File: src/rtl/pd_joint_trajectory_limiter_defines.svh
// Assertion macros for the joint trajectory limiter.
// Depends on nothing; included by the top level before its module header.
`ifndef PD_JOINT_TRAJECTORY_LIMITER_DEFINES_SVH
`define PD_JOINT_TRAJECTORY_LIMITER_DEFINES_SVH

// Same-cycle implication, disabled while reset is asserted.
`define PDJTL_ASSERT_NOW(label, clk, rst_n, ante, cons) \
	label: assert property (@(posedge clk) disable iff (!rst_n) (ante) |-> (cons)) \
		else $error("pdjtl same-cycle check failed");

// Next-cycle implication, disabled while reset is asserted.
`define PDJTL_ASSERT_NEXT(label, clk, rst_n, ante, cons) \
	label: assert property (@(posedge clk) disable iff (!rst_n) (ante) |=> (cons)) \
		else $error("pdjtl next-cycle check failed");

`endif

File: src/rtl/pdjtl_pkg.sv
// Shared types, constants, microprogram and helpers for the joint trajectory limiter.
// Depends on nothing; imported by pd_joint_trajectory_limiter.
package pdjtl_pkg;

	// Joint table size and the index width it needs.
	localparam int NUM_JOINTS = 5;
	localparam int JIDX_W     = (NUM_JOINTS > 1) ? $clog2(NUM_JOINTS) : 1;

	// Angle constants in Q4.12.
	localparam logic signed [16:0] PI_Q12     = 17'sd12868;
	localparam logic signed [16:0] TWO_PI_Q12 = 17'sd25736;

	// Configuration register indexes.
	localparam logic [2:0] REG_KP_GAIN   = 3'd0;
	localparam logic [2:0] REG_KD_GAIN   = 3'd1;
	localparam logic [2:0] REG_ACCEL_MAX = 3'd2;
	localparam logic [2:0] REG_DAMPING   = 3'd3;
	localparam logic [2:0] REG_VEL_MAX   = 3'd4;
	localparam logic [2:0] REG_STEP_TIME = 3'd5;

	// Configuration reset values.
	localparam logic [15:0] KP_GAIN_RST   = 16'd2560;
	localparam logic [15:0] KD_GAIN_RST   = 16'd1280;
	localparam logic [14:0] ACCEL_MAX_RST = 15'd6144;
	localparam logic [14:0] DAMPING_RST   = 15'd3072;
	localparam logic [14:0] VEL_MAX_RST   = 15'd6144;
	localparam logic [19:0] STEP_TIME_RST = 20'd16777;

	// Input and result transactions.
	typedef struct packed {
		logic [2:0]          joint;
		logic signed [15:0]  goal_angle;
		logic signed [15:0]  measured_angle;
	} in_item_t;

	typedef struct packed {
		logic [2:0]          joint_out;
		logic signed [15:0]  next_position;
		logic signed [15:0]  next_velocity;
		logic                accel_limited;
		logic                vel_limited;
	} out_item_t;

	// Step counter.
	localparam int STEP_W = 4;
	localparam logic [STEP_W-1:0] STEP_IDLE    = 4'd0;
	localparam logic [STEP_W-1:0] STEP_MUL_KP  = 4'd1;
	localparam logic [STEP_W-1:0] STEP_MUL_KD  = 4'd2;
	localparam logic [STEP_W-1:0] STEP_ACC_SUB = 4'd3;
	localparam logic [STEP_W-1:0] STEP_ACLAMP  = 4'd4;
	localparam logic [STEP_W-1:0] STEP_DIFF    = 4'd5;
	localparam logic [STEP_W-1:0] STEP_MUL_DT  = 4'd6;
	localparam logic [STEP_W-1:0] STEP_VEL     = 4'd7;
	localparam logic [STEP_W-1:0] STEP_MUL_NV  = 4'd8;
	localparam logic [STEP_W-1:0] STEP_POS     = 4'd9;

	// Multiplier operand A selects.
	localparam logic [1:0] A_ERR  = 2'd0;
	localparam logic [1:0] A_VEL  = 2'd1;
	localparam logic [1:0] A_DIFF = 2'd2;
	localparam logic [1:0] A_NV   = 2'd3;

	// Multiplier operand B selects.
	localparam logic [1:0] B_KP   = 2'd0;
	localparam logic [1:0] B_KD   = 2'd1;
	localparam logic [1:0] B_DAMP = 2'd2;
	localparam logic [1:0] B_STEP = 2'd3;

	// Datapath operations.
	localparam logic [2:0] OP_NONE    = 3'd0;
	localparam logic [2:0] OP_LOAD    = 3'd1;
	localparam logic [2:0] OP_ACC_LD  = 3'd2;
	localparam logic [2:0] OP_ACC_SUB = 3'd3;
	localparam logic [2:0] OP_ACLAMP  = 3'd4;
	localparam logic [2:0] OP_DIFF    = 3'd5;
	localparam logic [2:0] OP_VEL     = 3'd6;
	localparam logic [2:0] OP_POS     = 3'd7;

	// Sequencing codes.
	localparam logic [1:0] BR_NEXT     = 2'd0;
	localparam logic [1:0] BR_WAIT_IN  = 2'd1;
	localparam logic [1:0] BR_WAIT_OUT = 2'd2;
	localparam logic [1:0] BR_JUMP     = 2'd3;

	// One control word of the microprogram.
	typedef struct packed {
		logic [1:0]        a_sel;
		logic [1:0]        b_sel;
		logic [2:0]        op;
		logic [1:0]        br;
		logic [STEP_W-1:0] target;
	} ucode_t;

	// Microprogram ROM. Products are registered and used in the step after selection.
	function automatic ucode_t ucode_rom(input logic [STEP_W-1:0] step);
		ucode_t w;
		w = '{a_sel: A_VEL, b_sel: B_DAMP, op: OP_NONE, br: BR_JUMP, target: STEP_IDLE};
		case (step)
			STEP_IDLE:    w = '{A_ERR,  B_KP,   OP_LOAD,    BR_WAIT_IN,  STEP_IDLE};
			STEP_MUL_KP:  w = '{A_ERR,  B_KP,   OP_NONE,    BR_NEXT,     STEP_IDLE};
			STEP_MUL_KD:  w = '{A_VEL,  B_KD,   OP_ACC_LD,  BR_NEXT,     STEP_IDLE};
			STEP_ACC_SUB: w = '{A_VEL,  B_DAMP, OP_ACC_SUB, BR_NEXT,     STEP_IDLE};
			STEP_ACLAMP:  w = '{A_VEL,  B_DAMP, OP_ACLAMP,  BR_NEXT,     STEP_IDLE};
			STEP_DIFF:    w = '{A_DIFF, B_STEP, OP_DIFF,    BR_NEXT,     STEP_IDLE};
			STEP_MUL_DT:  w = '{A_DIFF, B_STEP, OP_NONE,    BR_NEXT,     STEP_IDLE};
			STEP_VEL:     w = '{A_NV,   B_STEP, OP_VEL,     BR_NEXT,     STEP_IDLE};
			STEP_MUL_NV:  w = '{A_NV,   B_STEP, OP_NONE,    BR_NEXT,     STEP_IDLE};
			STEP_POS:     w = '{A_NV,   B_STEP, OP_POS,     BR_WAIT_OUT, STEP_IDLE};
			default:      w = '{A_VEL,  B_DAMP, OP_NONE,    BR_JUMP,     STEP_IDLE};
		endcase
		return w;
	endfunction

	// Wrap a Q4.12 angle to [-pi, pi). One correction covers the whole 16-bit range.
	function automatic logic signed [15:0] wrap_angle(input logic signed [15:0] x);
		logic signed [16:0] xs;
		logic signed [16:0] r;
		xs = 17'(x);
		if (xs >= PI_Q12) begin
			r = xs - TWO_PI_Q12;
		end else if (xs < -PI_Q12) begin
			r = xs + TWO_PI_Q12;
		end else begin
			r = xs;
		end
		return r[15:0];
	endfunction

endpackage

File: src/rtl/pd_joint_trajectory_limiter.sv
// Channel  Dir  Handshake          Payload
// in       in   in_valid/in_stall  pdjtl_pkg::in_item_t (joint, goal, measured angle)
// out      out  out_valid/out_stall pdjtl_pkg::out_item_t (position, velocity, flags)
// cfg      in   cfg_we             cfg_index selects register, cfg_data carries value
//
// Each transaction runs through a ten-step microprogram, and every product passes
// through the single shared 33x21 multiplier; a new item is taken only in the idle step.
// A finished result sits in the output register, and the next item is taken meanwhile;
// the last step waits only if the previous result is still stalled there.
// Reset clears the sequencer, loads the register defaults and zeroes joint velocities.
//
// Top level of the joint trajectory limiter: PD acceleration, damped velocity
// integration and position step. Depends on pdjtl_pkg and the defines header.
`include "pd_joint_trajectory_limiter_defines.svh"

module pd_joint_trajectory_limiter (
	input  logic                 clk,
	input  logic                 arst_n,
	input  logic                 in_valid,
	output logic                 in_stall,
	input  pdjtl_pkg::in_item_t  in_data,
	output logic                 out_valid,
	input  logic                 out_stall,
	output pdjtl_pkg::out_item_t out_data,
	input  logic                 cfg_we,
	input  logic [2:0]           cfg_index,
	input  logic [19:0]          cfg_data
);
	import pdjtl_pkg::*;

	// Sequencer and configuration state.
	logic [STEP_W-1:0] step_q;
	ucode_t            uc;
	logic [15:0]       kp_q;
	logic [15:0]       kd_q;
	logic [14:0]       amax_q;
	logic [14:0]       damp_q;
	logic [14:0]       vmax_q;
	logic [19:0]       dt_q;
	logic signed [15:0] vel_q [NUM_JOINTS];

	// Per-item datapath registers.
	logic [2:0]         joint_q;
	logic               jvalid_q;
	logic signed [16:0] err_q;
	logic signed [15:0] meas_q;
	logic signed [15:0] v_q;
	logic signed [53:0] prod_q;
	logic signed [33:0] acc_q;
	logic signed [15:0] acc_lim_q;
	logic signed [15:0] nv_q;
	logic               alim_q;
	logic               vlim_q;
	logic               out_valid_q;
	out_item_t          out_q;

	// Combinational helpers.
	logic               in_acc;
	logic               out_busy;
	logic               pos_fire;
	logic               load_valid;
	logic signed [15:0] goal_w;
	logic signed [15:0] meas_w;
	logic signed [32:0] mul_a;
	logic signed [20:0] mul_b;
	logic signed [53:0] prod_d;
	logic signed [33:0] amax20;
	logic signed [17:0] vsum;
	logic signed [17:0] vmax18;
	logic signed [15:0] nv_d;
	logic               vlim_d;
	logic signed [17:0] psum;
	logic signed [15:0] pos_d;

	// The control word for the current step.
	assign uc = ucode_rom(step_q);

	// Handshakes.
	assign in_stall  = (uc.op != OP_LOAD);
	assign in_acc    = in_valid & ~in_stall;
	assign out_busy  = out_valid_q & out_stall;
	assign pos_fire  = (uc.op == OP_POS) & ~out_busy;
	assign out_valid = out_valid_q;
	assign out_data  = out_q;

	// Input conditioning at load time.
	assign goal_w     = wrap_angle(in_data.goal_angle);
	assign meas_w     = wrap_angle(in_data.measured_angle);
	assign load_valid = ({2'b00, in_data.joint} < 5'(NUM_JOINTS));

	// Operand selection for the shared multiplier.
	always_comb begin
		case (uc.a_sel)
			A_ERR:   mul_a = 33'(err_q);
			A_VEL:   mul_a = 33'(v_q);
			A_DIFF:  mul_a = acc_q[32:0];
			A_NV:    mul_a = 33'(nv_q);
			default: mul_a = '0;
		endcase
		case (uc.b_sel)
			B_KP:    mul_b = $signed({5'b0, kp_q});
			B_KD:    mul_b = $signed({5'b0, kd_q});
			B_DAMP:  mul_b = $signed({6'b0, damp_q});
			B_STEP:  mul_b = $signed({1'b0, dt_q});
			default: mul_b = '0;
		endcase
	end

	assign prod_d = mul_a * mul_b;

	// Acceleration limit at Q.20 precision.
	assign amax20 = $signed({11'b0, amax_q, 8'b0});

	// Velocity update: floor of the Q.48 step, then clamp to the limit.
	assign vmax18 = $signed({3'b0, vmax_q});
	assign vsum   = 18'(v_q) + 18'($signed(prod_q[52:36]));
	always_comb begin
		if (vsum > vmax18) begin
			nv_d   = vmax18[15:0];
			vlim_d = 1'b1;
		end else if (vsum < -vmax18) begin
			nv_d   = 16'(-vmax18);
			vlim_d = 1'b1;
		end else begin
			nv_d   = vsum[15:0];
			vlim_d = 1'b0;
		end
	end

	// Next position: floor of the Q.36 step, saturated to 16 bits.
	assign psum = 18'(meas_q) + $signed(prod_q[41:24]);
	always_comb begin
		if (psum > 18'sd32767) begin
			pos_d = 16'sh7FFF;
		end else if (psum < -18'sd32768) begin
			pos_d = 16'sh8000;
		end else begin
			pos_d = psum[15:0];
		end
	end

	// Step counter with conditional jumps.
	always_ff @(posedge clk or negedge arst_n) begin
		if (!arst_n) begin
			step_q <= STEP_IDLE;
		end else begin
			case (uc.br)
				BR_NEXT: step_q <= step_q + 1'b1;
				BR_WAIT_IN: begin
					if (in_acc) step_q <= step_q + 1'b1;
				end
				BR_WAIT_OUT: begin
					if (!out_busy) step_q <= uc.target;
				end
				BR_JUMP: step_q <= uc.target;
				default: step_q <= STEP_IDLE;
			endcase
		end
	end

	// Configuration registers.
	always_ff @(posedge clk or negedge arst_n) begin
		if (!arst_n) begin
			kp_q   <= KP_GAIN_RST;
			kd_q   <= KD_GAIN_RST;
			amax_q <= ACCEL_MAX_RST;
			damp_q <= DAMPING_RST;
			vmax_q <= VEL_MAX_RST;
			dt_q   <= STEP_TIME_RST;
		end else if (cfg_we) begin
			case (cfg_index)
				REG_KP_GAIN:   kp_q   <= cfg_data[15:0];
				REG_KD_GAIN:   kd_q   <= cfg_data[15:0];
				REG_ACCEL_MAX: amax_q <= cfg_data[14:0];
				REG_DAMPING:   damp_q <= cfg_data[14:0];
				REG_VEL_MAX:   vmax_q <= cfg_data[14:0];
				REG_STEP_TIME: dt_q   <= cfg_data;
				default: ;
			endcase
		end
	end

	// Stored joint velocities, written once per item for an in-range joint.
	always_ff @(posedge clk or negedge arst_n) begin
		if (!arst_n) begin
			for (int i = 0; i < NUM_JOINTS; i++) begin
				vel_q[i] <= '0;
			end
		end else if (uc.op == OP_VEL && jvalid_q) begin
			vel_q[JIDX_W'(joint_q)] <= nv_d;
		end
	end

	// Output valid flag.
	always_ff @(posedge clk or negedge arst_n) begin
		if (!arst_n) begin
			out_valid_q <= 1'b0;
		end else if (pos_fire) begin
			out_valid_q <= 1'b1;
		end else if (out_valid_q && !out_stall) begin
			out_valid_q <= 1'b0;
		end
	end

	// Datapath registers driven by the control word.
	always_ff @(posedge clk) begin
		prod_q <= prod_d;
		case (uc.op)
			OP_LOAD: begin
				if (in_acc) begin
					joint_q  <= in_data.joint;
					jvalid_q <= load_valid;
					err_q    <= 17'(goal_w) - 17'(meas_w);
					meas_q   <= meas_w;
					v_q      <= load_valid ? vel_q[JIDX_W'(in_data.joint)] : 16'sd0;
				end
			end
			OP_ACC_LD:  acc_q <= prod_q[33:0];
			OP_ACC_SUB: acc_q <= acc_q - $signed(prod_q[33:0]);
			OP_ACLAMP: begin
				if (acc_q > amax20) begin
					acc_lim_q <= $signed({1'b0, amax_q});
					alim_q    <= 1'b1;
				end else if (acc_q < -amax20) begin
					acc_lim_q <= -$signed({1'b0, amax_q});
					alim_q    <= 1'b1;
				end else begin
					acc_lim_q <= acc_q[23:8];
					alim_q    <= 1'b0;
				end
			end
			OP_DIFF: acc_q <= (34'(acc_lim_q) <<< 12) - $signed(prod_q[33:0]);
			OP_VEL: begin
				nv_q   <= nv_d;
				vlim_q <= vlim_d;
			end
			OP_POS: begin
				if (pos_fire) begin
					out_q.joint_out     <= joint_q;
					out_q.next_position <= pos_d;
					out_q.next_velocity <= nv_q;
					out_q.accel_limited <= alim_q;
					out_q.vel_limited   <= vlim_q;
				end
			end
			default: ;
		endcase
	end

	// An accepted item always moves the sequencer off the idle step.
	`PDJTL_ASSERT_NEXT(a_leave_idle, clk, arst_n, in_valid && !in_stall, step_q != STEP_IDLE)

	// A result appears only from the position step.
	`PDJTL_ASSERT_NOW(a_result_src, clk, arst_n, $rose(out_valid_q), $past(step_q) == STEP_POS)

	// A velocity-limited result carries exactly the limit.
	`PDJTL_ASSERT_NOW(a_vel_clamp, clk, arst_n, out_valid_q && out_q.vel_limited,
		out_q.next_velocity == $signed({1'b0, vmax_q}) || out_q.next_velocity == -$signed({1'b0, vmax_q}))

endmodule
File: config.mk
export PLATFORM = sky130hd
export DESIGN_NAME = pd_joint_trajectory_limiter
export DESIGN_NICKNAME = d
export VERILOG_FILES = /design/src/rtl/pdjtl_pkg.sv /design/src/rtl/pd_joint_trajectory_limiter.sv
export VERILOG_INCLUDE_DIRS = /design/src /design/src/rtl
export SDC_FILE = /design/constraint.sdc
export NUM_CORES = 2
export LEC_CHECK = 0
export BUFFER_PORTS_ARGS = -buffer_cell sky130_fd_sc_hd__clkbuf_2
export CORE_MARGIN = 5
export CORE_UTILIZATION = 39
export DETAILED_ROUTE_END_ITERATION = 8
export HOLD_SLACK_MARGIN = 0.02
export PLACE_DENSITY_LB_ADDON = 0.25
export SYNTH_ARGS = -nofsm -noshare
export SYNTH_HDL_FRONTEND = slang
export SYNTH_SLANG_ARGS = --single-unit
File: constraint.sdc
create_clock -name clk -period 10.4 [get_ports clk]
set_input_delay 2.08 -clock clk [delete_from_list [all_inputs] [get_ports clk]]
set_output_delay 2.08 -clock clk [all_outputs]
set_load 0.005 [all_outputs]
# Yosys cells after proc, flatten, opt, wreduce, memory -nomap -nowiden
# Memory sizes are Yosys's and may differ from the RTL's.
# Index checks and enable logic that the tools add are counted.
dict set report word_totals {
  word_cells 134
  out_inout_bits 39
  mem_count 1
  mem_bits_ro 144
  reg_bits 393
}
# memory words width read_ports rd_ports_with_merged_regs wr line_no
set memory_table {}
lappend memory_table {{(no name shown)} 16 9 1 0 0 pdjtl_pkg.sv:98} ;# case (step)
dict set report classes {
  n_reduce_logical 19
  magnitude_cmp 14
  bitwise 7
  addsub 13
  n_mux 25
  eq_ne 24
  mul 1
}
# operator n
set ops {}
lappend ops {{two-way mux 16 bit} 11}
lappend ops {{case mux 33 bit (4 select lines)} 1}
lappend ops {{case mux 34 bit (3 select lines)} 1}
lappend ops {{case mux 21 bit (4 select lines)} 1}
lappend ops {{bitwise mux 80 bit} 1}
lappend ops {{multiplier 33 x 21 -> 53 bit} 1}
lappend ops {{binary-select mux 16 bit (select 3 bit)} 1}
lappend ops {{demux 16 bit (select 3 bit)} 1}
lappend ops {{greater-than comparator 34 x 24 -> 1 bit} 1}
lappend ops {{< comparator 34 bit} 1}
lappend ops {{negator 23 -> 34 bit} 1}
lappend ops {{subtractor 28 x 34 -> 34 bit} 1}
lappend ops {{subtractor 34 bit} 1}
lappend ops {{adder 16 bit, second input constant} 2}
lappend ops {{>= comparator 16 x 15 -> 1 bit, second input constant} 2}
lappend ops {{< comparator 16 x 15 -> 1 bit, second input constant} 2}
lappend ops {{subtractor 16 bit, second input constant} 2}
lappend ops {{adder 16 x 17 -> 18 bit} 1}
lappend ops {{adder 16 x 18 -> 18 bit} 1}
lappend ops {{== test 3 bit, second input constant} 6}
lappend ops {{greater-than comparator 18 x 16 -> 1 bit} 1}
lappend ops {{greater-than comparator 18 x 16 -> 1 bit, second input constant} 1}
lappend ops {{< comparator 18 x 16 -> 1 bit, second input constant} 1}
lappend ops {{< comparator 18 bit} 1}
lappend ops {{27 further kinds} 60}

# Depth between registers and ports, before layout
dict set report depth {
  depth_word 6
  depth_mapped 36
}

# Worst setup path before layout
# Ideal clock, no wire load.
dict set report synth_timing {
  path_kind {flip-flop to flip-flop}
  from {register step_q[0]}
  to {register prod_q[51]}
  path_slack_ps 1595
  path_stages_with_launch 33
  required_ps 10328
  setup_ps 72
  n_path_buf 3
  arrival_ps 8732
  period_less_slack_ps 8805
  cell_sequence {dfrtp_1 -> mux2i_1 -> nor2_1 -> a21oi_2 -> buf_2 -> mux2i_1 -> nand2_1 -> nand2_1 -> clkbuf_1 -> nor2_1 -> fa_1 -> inv_1 -> fa_1 -> fa_1 -> inv_1 -> fa_1 -> fa_1 -> fa_1 -> inv_1 -> fa_1 -> inv_1 -> ha_1 -> clkbuf_1 -> a21o_1 -> a21o_1 -> a21oi_1 -> o21ai_0 -> a311oi_1 -> o211ai_1 -> a221oi_1 -> a31oi_1 -> a21oi_1 -> xnor2_1}
}
dict set report synth_between {
  elab_chain_len 4
}
# item line_no
set synth_rtl {}
lappend synth_rtl {{from (decl)} pd_joint_trajectory_limiter.sv:32} ;# logic [STEP_W-1:0] step_q;
lappend synth_rtl {{from (signal assigned)} pd_joint_trajectory_limiter.sv:148} ;# BR_NEXT: step_q <= step_q + 1'b1;
lappend synth_rtl {{from (signal assigned)} pd_joint_trajectory_limiter.sv:150} ;# if (in_acc) step_q <= step_q + 1'b1;
lappend synth_rtl {{from (signal assigned)} pd_joint_trajectory_limiter.sv:153} ;# if (!out_busy) step_q <= uc.target;
lappend synth_rtl {{memory (16 x 9 bit) *} -}
lappend synth_rtl {{== test 2 bit, or another cell as far along} pd_joint_trajectory_limiter.sv:93} ;# case (uc.a_sel)
lappend synth_rtl {{case mux 33 bit (4 select lines) / case mux 21 bit (4 select lines) (equally long branches)} {pd_joint_trajectory_limiter.sv:93, pd_joint_trajectory_limiter.sv:100}}
lappend synth_rtl {{multiplier 33 x 21 -> 53 bit *} pd_joint_trajectory_limiter.sv:109} ;# assign prod_d = mul_a * mul_b;
lappend synth_rtl {{named net prod_d[51]} pd_joint_trajectory_limiter.sv:66} ;# logic signed [53:0] prod_d;
lappend synth_rtl {{to (signal assigned)} pd_joint_trajectory_limiter.sv:207} ;# prod_q <= prod_d;
lappend synth_rtl {{to (decl)} pd_joint_trajectory_limiter.sv:48} ;# logic signed [53:0] prod_q;
# The timed path passes the listed nets; every way through them passes the cells marked *. The select of a mux whose other input is x is not followed.
# A chain may end at the register's enable or synchronous reset.

# Worst setup path in the final report
dict set report layout_timing {
  from {register step_q[1]}
  to {register prod_q[46]}
}
# The elaborated chain is that of the path after synthesis.

==> results.md <==
* Outcome: completed
* WL/cell at roughly 21 µm
* Critical-path top delay cell: fa_1
* First-pass GRT wire length at 217100 µm
* Initial Utilization at 39.08%
* Initial antenna violation count at 4
* FF-to-FF path depth at 32
* Total GRT Usage at between 20% and 30%
* WL met2 at 65190 µm
* Number of remaining DRC errors at 0
* Die Height at 353.3 µm
* RSZ-0062 raised after global routing: false
* Yosys reg bits at 393
* Top_reg_cell synth: dfrtp_1
* Netlist cell types at 84
* Final hold vios at 0
* Largest cells by area after synthesis: fa_1, edfxtp_1, dfrtp_1, ha_1, inv_1
* DRT iter0 DRCs at 2672
* Top-area cell type share of the netlist area at approximately 28%
* Fin util at 42.65%
* Worst min path class: reg -> reg
* CTS tree: done
* Reg2reg setup slack at 0.43 ns
* Post-Syn Area at 45960 µm²
* Buffers on Ports at about 100
* Syn Nets at 5949
* CTS sink cnt at 393
* M1 WL at 60870 µm
* Root Driver: clkbuf_16
* Initial DRT Pass Iterations at 6
* Least-Margin Pin Slew at approximately 1.1 ns
* Worst r2r src: step_q[1]$_DFFE_PN0P_
* Yosys top cell by area: fa_1
* Area grow syn2layout at 9.125%
* Critical path arrival at 10.47 ns
* DP Cell Count at about 6500
* Register area share after synthesis at approximately 23%
* Grt total ovfl at 0
* Hold path start: vlim_q$_SDFFCE_PP1N_
* Hold depth at 0
* CP Class: reg -> reg
* Clk Latency, worst-skew pair at 0.60 ns
* Max Freq at 100.3 MHz
* Slowest stage delay, CP at roughly 0.57 ns
* DP HPWL at 113600 µm
* Die X at roughly 350 µm
* Final cycle utilization of the critical path at 95.84%
* Mapped Avg Cell Area at 9.321 µm²
* Vias/cell at 5.268
* Minimum clock period at 9.968 ns
* TNS Setup at 0 ns
* Final Setup Violations at 0
* Reg-to-Reg End: prod_q[46]$_DFF_P_
* Relative slew slack at 23.87%
* Endpoint type of the worst setup path: flop
* Total Wirelength at 139700 µm
* Vias in the first global route at 35970
* Top Metal Used: met5
* Slew Limit Fails at 0
* Hold-fix buffers, CTS at 0
* Layout Skew at roughly 0.028 ns
* Final ANT Viol Nets at 0
* Final GP Congestion at 0.9688
* Metal3 WL at around 8400 µm
* Post-synth EDFFs at 158
* Longest Clk Path Bufs at 3
* Largest net degree at the start of global routing at approximately 70
* TritonCTS buffer count at 43
* CP most frequent cell: fa_1
* Reg clk slew, reported paths at around 0.07 ns
* Final-stage net count at 6002
* Crit path required time at about 11 ns
* Hold endpoint: out_data[0]$_DFFE_PP_
* Max Cap Violations at 0
* Cell Count, Final, Fillers Out at 6559
* Core area at around 120000 µm²
* Die footprint at approximately 120000 µm²
* Max Fanout on Critical Path at 33
* Row count at 126
* DR vias at 34560
* Layout cell share with drive strength beyond 1 at 10.06%
* Cells after synthesis at 4931
* Ys Warns at 0
* Startpoint types: flop
* Post-synthesis async set-or-reset flop share at 46.31%
* IO Pins at 102
* H-tree levels at 2
through the flow:
| stage | area [µm²] | setup WS [ns] | hold slack (ns) |
|---|---|---|---|
| after floorplan | 45960 | 1.595 | 0.4003 |
| after global placement | 48690 | 0.5446 | 0.4096 |
| after detailed placement | 48690 | 0.3096 | 0.4123 |
| after CTS | 50130 | 0.2515 | 0.4271 |
| after global routing | 50150 | 0.02621 | 0.4379 |
| final | 50160 | 0.4325 | 0.4256 |
worst max-delay path: cells and delay by family (launching register included):
kind	cells	cell delay (ns)
fa+ha+maj	9	4.33
compound gates	10	2.20
simple gates	5	1.76
buf+inv	8	1.08
flops	1	0.49
sequential cells by signal, summed over array words and instances, names as in the netlist, 16 cells and up:
register,count
vel_q,80
prod_q,53
out_data,37
acc_q,34
dt_q,20
err_q,17
acc_lim_q,16
kd_q,16
kp_q,16
meas_q,16
nv_q,16
v_q,16
cell families (layout without fill, tap and decap cells):
family | Yosys count | after routing | share of synthesized area (%)
compound gates | 698 | 698 | 9.547
buf+inv | 1075 | 1163 | 8.817
flops | 393 | 393 | 22.58
mux | 252 | 252 | 6.316
other cells | 0 | 4 | 0
fa+ha+maj | 956 | 956 | 36.65
xor+xnor | 169 | 169 | 3.220
simple gates | 1388 | 1388 | 12.87
how the worst max path moves through the flow:
stage | from | end
2_1_floorplan | step_q[0]$_DFFE_PN0P_ | prod_q[51]$_DFF_P_
6_report | step_q[1]$_DFFE_PN0P_ | prod_q[46]$_DFF_P_
3_3_place_gp | step_q[2]$_DFFE_PN0P_ | prod_q[46]$_DFF_P_
5_1_grt | step_q[1]$_DFFE_PN0P_ | prod_q[46]$_DFF_P_
3_5_place_dp | step_q[2]$_DFFE_PN0P_ | prod_q[46]$_DFF_P_
4_1_cts | step_q[2]$_DFFE_PN0P_ | prod_q[46]$_DFF_P_
routing by layer:
layer,vias up,global-route usage (%)
met2,1017,36.92
met5,-,0
met4,2,7.197
met3,223,2.918
li1,15900,-
met1,17410,30.98
placed cells by master (no fill, tap or decap), types with 45 or more instances in the layout:
cell,instances
edfxtp_1,158
o21ai_0,202
ha_1,304
mux2i_1,94
nor2_1,574
nor3_1,55
clkbuf_2,100
fa_1,651
a21o_1,85
a21oi_1,157
nand2_1,502
clkbuf_16,45
xor2_1,52
xnor2_1,117
buf_4,95
inv_1,878
mux2_2,135
dfrtp_1,167
dfxtp_1,53
timing repair:
action,4_1_cts,5_1_grt
endpoints found under the hold margin,0,0
gates resized for setup,0,4
setup endpoints to repair,0,8
setup buffers,0,0
area by class of cell:
cell class	count	area, µm²
tap	1536	1922
fill	11570	67450
multi-input combinational	3463	31700
inverter	878	3296
timing repair buffer	205	1408
sequential	393	10380
antenna	4	10.01
clock buffer	60	1252
clock inverter	20	191.4
Yosys cell counts (14+ instances only):
cell type	number
a211oi_1	19
a21o_1	85
a21oi_1	160
a22oi_1	18
a31oi_1	33
and2_1	28
and3_1	15
buf_1	21
clkbuf_1	167
dfrtp_1	167
dfstp_2	15
dfxtp_1	53
edfxtp_1	158
fa_1	651
ha_1	304
inv_1	878
mux2_2	135
mux2i_1	98
mux4_2	16
nand2_1	504
nand2b_1	44
nand3_1	42
nand4_1	21
nor2_1	577
nor2b_1	21
nor3_1	57
nor4_1	14
o21a_1	32
o21ai_0	202
o21bai_1	15
o31ai_1	21
or2_2	16
or3_1	24
xnor2_1	117
xor2_1	52
Power is not shown: default switching activity piles up to over one toggle a cycle in this logic, so the estimate is an artifact.
